## config.mk

```make
export PLATFORM = sky130hd
export DESIGN_NAME = hashed_route_table_core
export DESIGN_NICKNAME = d
export VERILOG_FILES = /design/src/hdl/hrt_pkg.sv /design/src/hdl/hrt_ram.sv /design/src/hdl/hrt_front.sv /design/src/hdl/hrt_queue.sv /design/src/hdl/hrt_back.sv /design/src/hdl/hashed_route_table_core.sv
export SDC_FILE = /design/constraint.sdc
export NUM_CORES = 2
export LEC_CHECK = 0
export BUFFER_PORTS_ARGS = -buffer_cell sky130_fd_sc_hd__clkbuf_2
export CORE_ASPECT_RATIO = 0.5
export CORE_MARGIN = 2
export CORE_UTILIZATION = 65
export DETAILED_ROUTE_END_ITERATION = 12
export PLACE_DENSITY = 0.81
export SYNTH_ARGS = -nofsm -noshare
export SYNTH_HDL_FRONTEND = slang
export SYNTH_HIERARCHICAL = 1
export SYNTH_SLANG_ARGS = --single-unit
```

## constraint.sdc

```tcl
create_clock -name i_clk -period 11.7 [get_ports i_clk]
set_input_delay 1.17 -clock i_clk [delete_from_list [all_inputs] [get_ports i_clk]]
set_output_delay 1.17 -clock i_clk [all_outputs]
set_load 0.01 [all_outputs]
```

## src/hdl/hrt_pkg.sv

```systemverilog
// Shared types, codes and default sizes for the hashed route table.
package hrt_pkg;

    localparam int unsigned FIELD_W       = 8;
    localparam int unsigned MODE_W        = 2;
    localparam int unsigned STATUS_W      = 2;
    localparam int unsigned LUT_N         = 1 << FIELD_W;
    localparam int unsigned QUEUE_DEPTH   = 2;

    localparam int unsigned DEF_BUCKETS   = 16;
    localparam int unsigned DEF_WAYS      = 4;
    localparam int unsigned DEF_NODE_BITS = 8;

    localparam logic [MODE_W-1:0] MODE_LOOKUP = 2'd0;
    localparam logic [MODE_W-1:0] MODE_SET    = 2'd1;
    localparam logic [MODE_W-1:0] MODE_DELETE = 2'd2;

    localparam logic [STATUS_W-1:0] STATUS_OK   = 2'd0;
    localparam logic [STATUS_W-1:0] STATUS_MISS = 2'd1;
    localparam logic [STATUS_W-1:0] STATUS_FULL = 2'd2;

    typedef struct packed {
        logic [MODE_W-1:0]  mode;
        logic [FIELD_W-1:0] dest_node;
        logic [FIELD_W-1:0] next_hop_in;
    } t_req;

    typedef struct packed {
        logic [STATUS_W-1:0] status;
        logic [FIELD_W-1:0]  next_hop_out;
    } t_rsp;

    typedef struct packed {
        logic clearing;
        logic retire;
    } t_back_status;

endpackage

```

## src/hdl/hrt_ram.sv

```systemverilog
// Generic single-write, single-read RAM with registered read data.
module hrt_ram #(
    parameter int unsigned WIDTH = 8,
    parameter int unsigned DEPTH = 16,
    localparam int unsigned AW   = (DEPTH > 1) ? $clog2(DEPTH) : 1
) (
    input  logic             i_clk,
    input  logic             i_we,
    input  logic [AW-1:0]    i_waddr,
    input  logic [WIDTH-1:0] i_wdata,
    input  logic             i_re,
    input  logic [AW-1:0]    i_raddr,
    output logic [WIDTH-1:0] o_rdata
);

    logic [WIDTH-1:0] r_mem [DEPTH];
    logic [WIDTH-1:0] r_rdata;

    always_ff @(posedge i_clk) begin
        if (i_we) begin
            r_mem[i_waddr] <= i_wdata;
        end
        if (i_re) begin
            r_rdata <= r_mem[i_raddr];
        end
    end

    assign o_rdata = r_rdata;

endmodule

```

## src/hdl/hrt_front.sv

```systemverilog
// Request front end: key masking, bucket mapping and queue push.
module hrt_front import hrt_pkg::*; #(
    parameter int unsigned BUCKETS   = DEF_BUCKETS,
    parameter int unsigned NODE_BITS = DEF_NODE_BITS,
    localparam int unsigned BKT_W    = (BUCKETS > 1) ? $clog2(BUCKETS) : 1,
    localparam int unsigned QW       = MODE_W + BKT_W + 2 * NODE_BITS
) (
    input  logic          i_req_valid,
    input  t_req          i_req,
    input  logic          i_clearing,
    input  logic          i_q_full,
    output logic          o_req_stall,
    output logic          o_push,
    output logic [QW-1:0] o_push_data
);

    logic [NODE_BITS-1:0] key;
    logic [NODE_BITS-1:0] hop;
    logic [FIELD_W-1:0]   lut_idx;
    logic [BKT_W-1:0]     bkt_lut [LUT_N];
    logic [BKT_W-1:0]     bucket;

    // IDs narrower or wider than the port field are masked / zero extended
    for (genvar i = 0; i < NODE_BITS; i++) begin : g_key
        if (i < FIELD_W) begin : g_in
            assign key[i] = i_req.dest_node[i];
            assign hop[i] = i_req.next_hop_in[i];
        end else begin : g_pad
            assign key[i] = 1'b0;
            assign hop[i] = 1'b0;
        end
    end

    for (genvar i = 0; i < FIELD_W; i++) begin : g_idx
        if (i < NODE_BITS) begin : g_in
            assign lut_idx[i] = i_req.dest_node[i];
        end else begin : g_pad
            assign lut_idx[i] = 1'b0;
        end
    end

    // key modulo bucket count, resolved at elaboration
    for (genvar k = 0; k < LUT_N; k++) begin : g_lut
        localparam int unsigned BktVal = k % BUCKETS;
        assign bkt_lut[k] = BKT_W'(BktVal);
    end

    assign bucket      = bkt_lut[lut_idx];
    assign o_req_stall = i_q_full | i_clearing;
    assign o_push      = i_req_valid & ~o_req_stall;
    assign o_push_data = {i_req.mode, bucket, key, hop};

endmodule

```

## src/hdl/hrt_queue.sv

```systemverilog
// Small flop-based FIFO between front end and table engine.
module hrt_queue #(
    parameter int unsigned WIDTH = 8,
    parameter int unsigned DEPTH = 2,
    localparam int unsigned PW   = (DEPTH > 1) ? $clog2(DEPTH) : 1,
    localparam int unsigned CW   = $clog2(DEPTH + 1)
) (
    input  logic             i_clk,
    input  logic             i_rst_n,
    input  logic             i_push,
    input  logic [WIDTH-1:0] i_data,
    input  logic             i_pop,
    output logic [WIDTH-1:0] o_data,
    output logic             o_full,
    output logic             o_empty
);

    localparam logic [PW-1:0] LastPtr = PW'(DEPTH - 1);

    logic [WIDTH-1:0] r_slot [DEPTH];
    logic [PW-1:0]    r_wr;
    logic [PW-1:0]    r_rd;
    logic [CW-1:0]    r_count;
    logic [PW-1:0]    n_wr;
    logic [PW-1:0]    n_rd;
    logic [CW-1:0]    n_count;
    logic             do_push;
    logic             do_pop;

    assign o_full  = (r_count == CW'(DEPTH));
    assign o_empty = (r_count == '0);
    assign o_data  = r_slot[r_rd];
    assign do_push = i_push & ~o_full;
    assign do_pop  = i_pop & ~o_empty;

    always_comb begin
        n_wr    = r_wr;
        n_rd    = r_rd;
        n_count = r_count;
        if (do_push) begin
            n_wr = (r_wr == LastPtr) ? '0 : r_wr + 1'b1;
        end
        if (do_pop) begin
            n_rd = (r_rd == LastPtr) ? '0 : r_rd + 1'b1;
        end
        if (do_push && !do_pop) begin
            n_count = r_count + 1'b1;
        end else if (do_pop && !do_push) begin
            n_count = r_count - 1'b1;
        end
    end

    always_ff @(posedge i_clk) begin
        if (!i_rst_n) begin
            r_wr    <= '0;
            r_rd    <= '0;
            r_count <= '0;
        end else begin
            r_wr    <= n_wr;
            r_rd    <= n_rd;
            r_count <= n_count;
        end
    end

    always_ff @(posedge i_clk) begin
        if (do_push) begin
            r_slot[r_wr] <= i_data;
        end
    end

endmodule

```

## src/hdl/hrt_back.sv

```systemverilog
// Table engine: clearing pass, bucket read, compare and row write-back.
module hrt_back import hrt_pkg::*; #(
    parameter int unsigned BUCKETS   = DEF_BUCKETS,
    parameter int unsigned WAYS      = DEF_WAYS,
    parameter int unsigned NODE_BITS = DEF_NODE_BITS,
    localparam int unsigned BKT_W    = (BUCKETS > 1) ? $clog2(BUCKETS) : 1,
    localparam int unsigned QW       = MODE_W + BKT_W + 2 * NODE_BITS,
    localparam int unsigned EW       = 1 + 2 * NODE_BITS,
    localparam int unsigned RW       = WAYS * EW
) (
    input  logic          i_clk,
    input  logic          i_rst_n,
    input  logic          i_q_empty,
    input  logic [QW-1:0] i_q_data,
    output logic          o_pop,
    output logic          o_ram_we,
    output logic [BKT_W-1:0] o_ram_waddr,
    output logic [RW-1:0] o_ram_wdata,
    output logic          o_ram_re,
    output logic [BKT_W-1:0] o_ram_raddr,
    input  logic [RW-1:0] i_ram_rdata,
    output logic          o_rsp_valid,
    input  logic          i_rsp_stall,
    output t_rsp          o_rsp,
    output t_back_status  o_status
);

    typedef enum logic [2:0] {
        ST_CLEAR = 3'b001,
        ST_IDLE  = 3'b010,
        ST_EXEC  = 3'b100
    } t_state;

    localparam logic [BKT_W-1:0] LastBkt = BKT_W'(BUCKETS - 1);
    localparam int unsigned VB = 2 * NODE_BITS;

    t_state           r_state, n_state;
    logic [BKT_W-1:0] r_clr_addr, n_clr_addr;
    logic [QW-1:0]    r_cur, n_cur;
    logic             r_out_valid, n_out_valid;
    t_rsp             r_out, n_out;

    logic [MODE_W-1:0]    cur_mode;
    logic [BKT_W-1:0]     cur_bucket;
    logic [NODE_BITS-1:0] cur_key;
    logic [NODE_BITS-1:0] cur_hop;
    logic [BKT_W-1:0]     q_bucket;

    logic [WAYS-1:0]      match;
    logic [WAYS-1:0]      free;
    logic [WAYS-1:0]      first_free;
    logic [NODE_BITS-1:0] hit_hop;
    logic [FIELD_W-1:0]   hit_hop8;
    logic [RW-1:0]        new_row;
    t_rsp                 result;
    logic                 retire;

    assign cur_hop    = r_cur[0 +: NODE_BITS];
    assign cur_key    = r_cur[NODE_BITS +: NODE_BITS];
    assign cur_bucket = r_cur[2 * NODE_BITS +: BKT_W];
    assign cur_mode   = r_cur[2 * NODE_BITS + BKT_W +: MODE_W];
    assign q_bucket   = i_q_data[2 * NODE_BITS +: BKT_W];

    always_comb begin
        match   = '0;
        free    = '0;
        hit_hop = '0;
        for (int w = 0; w < WAYS; w++) begin
            free[w]  = ~i_ram_rdata[w * EW + VB];
            match[w] = i_ram_rdata[w * EW + VB]
                     & (i_ram_rdata[w * EW + NODE_BITS +: NODE_BITS] == cur_key);
            if (match[w]) begin
                hit_hop = hit_hop | i_ram_rdata[w * EW +: NODE_BITS];
            end
        end
    end

    // isolate lowest free way
    assign first_free = free & (~free + 1'b1);

    for (genvar i = 0; i < FIELD_W; i++) begin : g_hop8
        if (i < NODE_BITS) begin : g_in
            assign hit_hop8[i] = hit_hop[i];
        end else begin : g_pad
            assign hit_hop8[i] = 1'b0;
        end
    end

    always_comb begin
        new_row = i_ram_rdata;
        result  = '{status: STATUS_OK, next_hop_out: '0};
        case (cur_mode)
            MODE_LOOKUP: begin
                if (|match) begin
                    result.next_hop_out = hit_hop8;
                end else begin
                    result.status = STATUS_MISS;
                end
            end
            MODE_SET: begin
                if (|match) begin
                    for (int w = 0; w < WAYS; w++) begin
                        if (match[w]) begin
                            new_row[w * EW +: NODE_BITS] = cur_hop;
                        end
                    end
                end else if (|free) begin
                    for (int w = 0; w < WAYS; w++) begin
                        if (first_free[w]) begin
                            new_row[w * EW +: EW] = {1'b1, cur_key, cur_hop};
                        end
                    end
                end else begin
                    result.status = STATUS_FULL;
                end
            end
            MODE_DELETE: begin
                if (|match) begin
                    for (int w = 0; w < WAYS; w++) begin
                        if (match[w]) begin
                            new_row[w * EW + VB] = 1'b0;
                        end
                    end
                end else begin
                    result.status = STATUS_MISS;
                end
            end
            default: begin
            end
        endcase
    end

    always_comb begin
        n_state     = r_state;
        n_clr_addr  = r_clr_addr;
        n_cur       = r_cur;
        n_out_valid = r_out_valid;
        n_out       = r_out;
        o_pop       = 1'b0;
        o_ram_re    = 1'b0;
        o_ram_we    = 1'b0;
        o_ram_waddr = r_clr_addr;
        o_ram_wdata = '0;
        o_ram_raddr = q_bucket;
        retire      = 1'b0;
        if (r_out_valid && !i_rsp_stall) begin
            n_out_valid = 1'b0;
        end
        case (r_state)
            ST_CLEAR: begin
                o_ram_we = 1'b1;
                if (r_clr_addr == LastBkt) begin
                    n_state = ST_IDLE;
                end else begin
                    n_clr_addr = r_clr_addr + 1'b1;
                end
            end
            ST_IDLE: begin
                if (!i_q_empty) begin
                    o_pop    = 1'b1;
                    o_ram_re = 1'b1;
                    n_cur    = i_q_data;
                    n_state  = ST_EXEC;
                end
            end
            ST_EXEC: begin
                // result slot free or being drained this cycle
                if (!r_out_valid || !i_rsp_stall) begin
                    o_ram_we    = 1'b1;
                    o_ram_waddr = cur_bucket;
                    o_ram_wdata = new_row;
                    n_out_valid = 1'b1;
                    n_out       = result;
                    n_state     = ST_IDLE;
                    retire      = 1'b1;
                end
            end
            default: begin
                n_state = ST_CLEAR;
            end
        endcase
    end

    always_ff @(posedge i_clk) begin
        if (!i_rst_n) begin
            r_state     <= ST_CLEAR;
            r_clr_addr  <= '0;
            r_out_valid <= 1'b0;
        end else begin
            r_state     <= n_state;
            r_clr_addr  <= n_clr_addr;
            r_out_valid <= n_out_valid;
        end
    end

    always_ff @(posedge i_clk) begin
        r_cur <= n_cur;
        r_out <= n_out;
    end

    assign o_rsp_valid       = r_out_valid;
    assign o_rsp             = r_out;
    assign o_status.clearing = (r_state == ST_CLEAR);
    assign o_status.retire   = retire;

endmodule

```

## src/hdl/hashed_route_table_core.sv

```systemverilog
// Top level of the hashed next-hop route table.
//
//  channel | dir | payload | handshake
//  --------+-----+---------+--------------------------------------------
//  req     | in  | t_req   | i_req_valid / o_req_stall
//  rsp     | out | t_rsp   | o_rsp_valid / i_rsp_stall
//
// In the table engine each request first has its bucket row read from the row RAM;
// then all ways are compared and the row is written back.
// After reset a clearing pass writes every bucket row with o_req_stall held
// high; no request is taken during it.
// A two-entry queue decouples intake from the engine; one finished response
// waits in the output register while the engine stalls on a held rsp.
module hashed_route_table_core import hrt_pkg::*; #(
    parameter int unsigned BUCKETS   = DEF_BUCKETS,
    parameter int unsigned WAYS      = DEF_WAYS,
    parameter int unsigned NODE_BITS = DEF_NODE_BITS
) (
    input  logic i_clk,
    input  logic i_rst_n,
    input  logic i_req_valid,
    output logic o_req_stall,
    input  t_req i_req,
    output logic o_rsp_valid,
    input  logic i_rsp_stall,
    output t_rsp o_rsp
);

    localparam int unsigned BKT_W = (BUCKETS > 1) ? $clog2(BUCKETS) : 1;
    localparam int unsigned QW    = MODE_W + BKT_W + 2 * NODE_BITS;
    localparam int unsigned RW    = WAYS * (1 + 2 * NODE_BITS);

    logic             push;
    logic [QW-1:0]    push_data;
    logic             pop;
    logic [QW-1:0]    q_data;
    logic             q_full;
    logic             q_empty;
    logic             ram_we;
    logic [BKT_W-1:0] ram_waddr;
    logic [RW-1:0]    ram_wdata;
    logic             ram_re;
    logic [BKT_W-1:0] ram_raddr;
    logic [RW-1:0]    ram_rdata;
    t_back_status     bk_stat;

    hrt_front #(
        .BUCKETS   (BUCKETS),
        .NODE_BITS (NODE_BITS)
    ) u_front (
        .i_req_valid (i_req_valid),
        .i_req       (i_req),
        .i_clearing  (bk_stat.clearing),
        .i_q_full    (q_full),
        .o_req_stall (o_req_stall),
        .o_push      (push),
        .o_push_data (push_data)
    );

    hrt_queue #(
        .WIDTH (QW),
        .DEPTH (QUEUE_DEPTH)
    ) u_queue (
        .i_clk   (i_clk),
        .i_rst_n (i_rst_n),
        .i_push  (push),
        .i_data  (push_data),
        .i_pop   (pop),
        .o_data  (q_data),
        .o_full  (q_full),
        .o_empty (q_empty)
    );

    hrt_ram #(
        .WIDTH (RW),
        .DEPTH (BUCKETS)
    ) u_rows (
        .i_clk   (i_clk),
        .i_we    (ram_we),
        .i_waddr (ram_waddr),
        .i_wdata (ram_wdata),
        .i_re    (ram_re),
        .i_raddr (ram_raddr),
        .o_rdata (ram_rdata)
    );

    hrt_back #(
        .BUCKETS   (BUCKETS),
        .WAYS      (WAYS),
        .NODE_BITS (NODE_BITS)
    ) u_back (
        .i_clk       (i_clk),
        .i_rst_n     (i_rst_n),
        .i_q_empty   (q_empty),
        .i_q_data    (q_data),
        .o_pop       (pop),
        .o_ram_we    (ram_we),
        .o_ram_waddr (ram_waddr),
        .o_ram_wdata (ram_wdata),
        .o_ram_re    (ram_re),
        .o_ram_raddr (ram_raddr),
        .i_ram_rdata (ram_rdata),
        .o_rsp_valid (o_rsp_valid),
        .i_rsp_stall (i_rsp_stall),
        .o_rsp       (o_rsp),
        .o_status    (bk_stat)
    );

    // no response can exist while the table is being cleared
    a_clear_quiet: assert property (@(posedge i_clk) disable iff (!i_rst_n)
        bk_stat.clearing |-> !o_rsp_valid)
        else $error("response valid during clearing pass");

    // a retired transaction always shows up on the response register
    a_retire_shows: assert property (@(posedge i_clk) disable iff (!i_rst_n)
        bk_stat.retire |=> o_rsp_valid)
        else $error("retired transaction not presented");

    // next hop is only reported on a hit
    a_hop_on_hit: assert property (@(posedge i_clk) disable iff (!i_rst_n)
        (o_rsp_valid && o_rsp.status != STATUS_OK) |-> (o_rsp.next_hop_out == '0))
        else $error("next hop reported on a miss or full bucket");

endmodule

```

==> summary by stage <==
Place
The number of buffer cells added on primary ports is 33. The congestion estimate from routability-driven global placement came to between 0.8 and 0.9. The HPWL after detailed placement is 60400 um. The number of placed instances, taps included is between 3000 and 4000. The setup slack at placement is around 6.5 ns.

Hold path
The path class of the tightest hold or removal check is reg2reg.

Global routing
Entering global routing, the biggest net connects 91 pins. The wire length of the first global-routing pass is 173000 um. The overflow left after global routing is 0. The via count of the first global-routing pass is 24900. The number of antenna violations at the first check in global routing is 3. The total track usage is 0.320.

Critical path
In this run the worst path has a maximum fanout of 16. The critical path ends at u_rows/r_mem[15][20]. The cell class contributing the biggest share of worst-path delay is simple AND/OR/NAND/NOR gates. In this run the critical register-to-register path is launched from u_back/r_cur[14]. The number of buffers and inverters on the critical path is 0. STA classifies the critical path endpoint as a register.

The slack of the worst reg-to-reg path is 6.40 ns. The worst stage delay on the critical path is 1.10 ns. At the worst endpoint, the required time is ~12 ns.

For the worst flop-to-flop path, the logic depth is 6. In this run the critical register-to-register path is captured at u_rows/r_mem[15][20]. STA classifies the critical path startpoint as a register. Counting buffers and inverters, the worst setup path is 6 cells deep. The slowest stage of the critical path belongs to the cell sky130_fd_sc_hd__nor2_1. The arrival time of data at the critical path endpoint is around 5.6 ns. Walking the worst path, the cells encountered are xor2_1 -> nor4_1 -> and3_1 -> or4_1 -> a21oi_1 -> nor2_1.

The setup path with the least slack is of type reg2reg. The start point of the critical path is u_back/r_cur[14].

CTS
The buffer levels on the longest clock path is 3. The total CTS buffers is just over 100. The post-CTS clock slew at the launch and capture registers of the worst setup and hold paths is 0.07 ns. The H-tree generated during clock tree synthesis spans 3 levels. After clock tree synthesis, the setup repair step added 0 buffers. After clock tree synthesis, the repair step resized 0 gates. The clock root buffer is sky130_fd_sc_hd__clkbuf_16.

TritonCTS built the clock tree. In this run, post-CTS hold repair placed 0 buffers. The tree built by TritonCTS fans out to about 1200 sinks.

The clock reaches the later pin of the worst-skew pair after slightly above 0.7 ns.

Layout
The number of nets in the layout is roughly 2300. The final cell utilization of the core is 0.717. The layout has 3870 filler cells. The multi-input combinational cells in the finished layout cover a total of around 10000 um2. The sequential standard cell area is 37300 um2. The area growth from synthesis to layout is 9.16%.

In the final layout, the share of cells above drive strength 1 is 0.235. The filler-free cell count of the finished design is ~3400.

Route
The routed via count is around 25000. After the first detailed-routing iteration, the DRC count stood at 4518. The pre-antenna-repair detailed-routing pass consisted of 10 iterations.

Summed over all layers, the routed wires come to 120000 um. Dividing the detail-routed wire length by the instance count gives 35.7 um. In the routed design, unresolved DRC markers number 0. The number of vias per cell is around 7.4. Once detail routing completed, the nets flagged for antenna violations numbered 0.

Die
The die covers 76200 um2. The number of top-level design ports is 34. The floorplan die height is roughly 200 um.

The initialized floorplan defines 70 standard-cell rows. For this configuration, the core starts out at a cell density of 0.657. The floorplan step defined a core boundary enclosing around 73000 um2.

Measured along the x axis, the die boundary spans between 300 and 400 um.

STA
The measured slew at the worst slew-check pin is 1.40 ns. The number of max-slew violations in the final report was 0. Setup violations remaining at the end of the flow were counted as 0. The highest achievable clock rate is 189 MHz. Headroom to the max-slew limit came out at 0.0661.

The minimum setup slack in the final design is 6.40 ns. Clock skew on the completed layout was measured at between 0.02 and 0.03 ns. Dividing the final minimum period by the clock period gives 0.453.

The time the worst path needs with I/O delays and setup is 5.30 ns. Setup repair after global routing left no endpoint under its margin. The count of final hold-check violations is 0. The setup TNS is 0 ns.

Run
Across the run, the number of max-cap violations was 0.

Outcome
The run finished with clean final reports.

Power and ir drop
The analysis attributes to cell leakage a power of 17.9 nW. The worst IR drop on VDD is 110 uV. The overall power of the completed layout is 8.48 mW. The power density normalized to cell area is 162 nW/um2.

Yosys
The number of nets handed over by synthesis was 2292. During synthesis, Yosys emitted a total of 6 warnings. The cell area after synthesis is 48000 um2. The cell count after synthesis came out at 2264. The synthesized area divided by synthesized cell count is 21.2 um2.
[where the power goes]
| part | switching, mW | total [mW] | internal (mW) |
|---|---|---|---|
| Combinational | 0.0888 | 0.128 | 0.0387 |
| Clock | 1.58 | 3.40 | 1.82 |
| Sequential | 0.0276 | 4.96 | 4.93 |
[routing by layer]
layer  part of all wire  global-route usage  vias to the layer above  wire length, um
li1                   -                   -                     9437                -
met5            0.00015             0.00251                        -               18
met3               0.13              0.0849                      410            16000
met2               0.47               0.496                     2282            55900
met1               0.35               0.449                    12700            42400
met4              0.044               0.118                        2             5270
[cell type report]
type,instances,area share
well taps,972,0.0232
clock buffers,128,0.0516
clock inverters,56,0.00979
diodes,1,0.0000478
multi-input cells,860,0.193
inverters,7,0.000501
repair buffers,86,0.0107
flip-flops and latches,1245,0.711
[registers in the layout (all words and copies together) (netlist names), named ones only]
name                cells
u_rows/r_mem         1088
u_queue/r_count         2
u_rows/o_rdata         68
u_queue/r_rd            1
u_queue/r_wr            1
u_back/o_rsp_valid      1
u_back/r_cur           22
u_back/o_rsp           10
u_queue/r_slot         44
u_back/r_state          3
u_back/r_clr_addr       4
[cell usage in the layout, fill, tap and decap left out, types with 7 or more instances in the layout]
master / n
sky130_fd_sc_hd__a21oi_1: 34
sky130_fd_sc_hd__clkinv_2: 20
sky130_fd_sc_hd__o21ai_0: 27
sky130_fd_sc_hd__mux4_2: 272
sky130_fd_sc_hd__xor2_1: 33
sky130_fd_sc_hd__edfxtp_1: 1232
sky130_fd_sc_hd__bufinv_16: 8
sky130_fd_sc_hd__clkbuf_1: 22
sky130_fd_sc_hd__mux2i_1: 38
sky130_fd_sc_hd__buf_4: 53
sky130_fd_sc_hd__clkbuf_16: 103
sky130_fd_sc_hd__dfxtp_1: 13
sky130_fd_sc_hd__a22oi_1: 152
sky130_fd_sc_hd__nor4_1: 7
sky130_fd_sc_hd__nor2_4: 14
sky130_fd_sc_hd__nand2_1: 108
sky130_fd_sc_hd__and2_1: 7
sky130_fd_sc_hd__nor2_1: 48
sky130_fd_sc_hd__mux2_2: 20
sky130_fd_sc_hd__clkinv_1: 18
sky130_fd_sc_hd__clkbuf_2: 33
sky130_fd_sc_hd__nand3_1: 20
[worst register-to-register path: stages, from the launching register on]
cell and delay (ns):
sky130_fd_sc_hd__edfxtp_1 0.63, sky130_fd_sc_hd__xor2_1 0.28, sky130_fd_sc_hd__nor4_1 0.96, sky130_fd_sc_hd__and3_1 0.73, sky130_fd_sc_hd__or4_1 1.02, sky130_fd_sc_hd__a21oi_1 0.18
sky130_fd_sc_hd__nor2_1 1.10
[per-stage QoR]
stage | area, um2 | hold WS, ns
2_1_floorplan | 48000 | 0.474
3_3_place_gp | 49200 | 0.502
3_5_place_dp | 49200 | 0.511
4_1_cts | 52400 | 0.526
5_1_grt | 52400 | 0.559
6_report | 52400 | 0.522
[worst min path at each step]
stage	startpoint	end	slack [ns]	cells past startpoint
after floorplan	u_back/r_clr_addr[1]	u_back/r_clr_addr[1]	0.47	2
after global placement	u_back/r_clr_addr[1]	u_back/r_clr_addr[1]	0.50	2
after detailed placement	u_back/r_clr_addr[1]	u_back/r_clr_addr[1]	0.51	2
after CTS	u_queue/r_count[1]	u_queue/r_count[1]	0.53	2
after global routing	u_queue/r_count[1]	u_queue/r_count[1]	0.56	2
final	u_queue/r_count[1]	u_queue/r_count[1]	0.52	2
No activity file was read; power rests on OpenSTA's default activity.
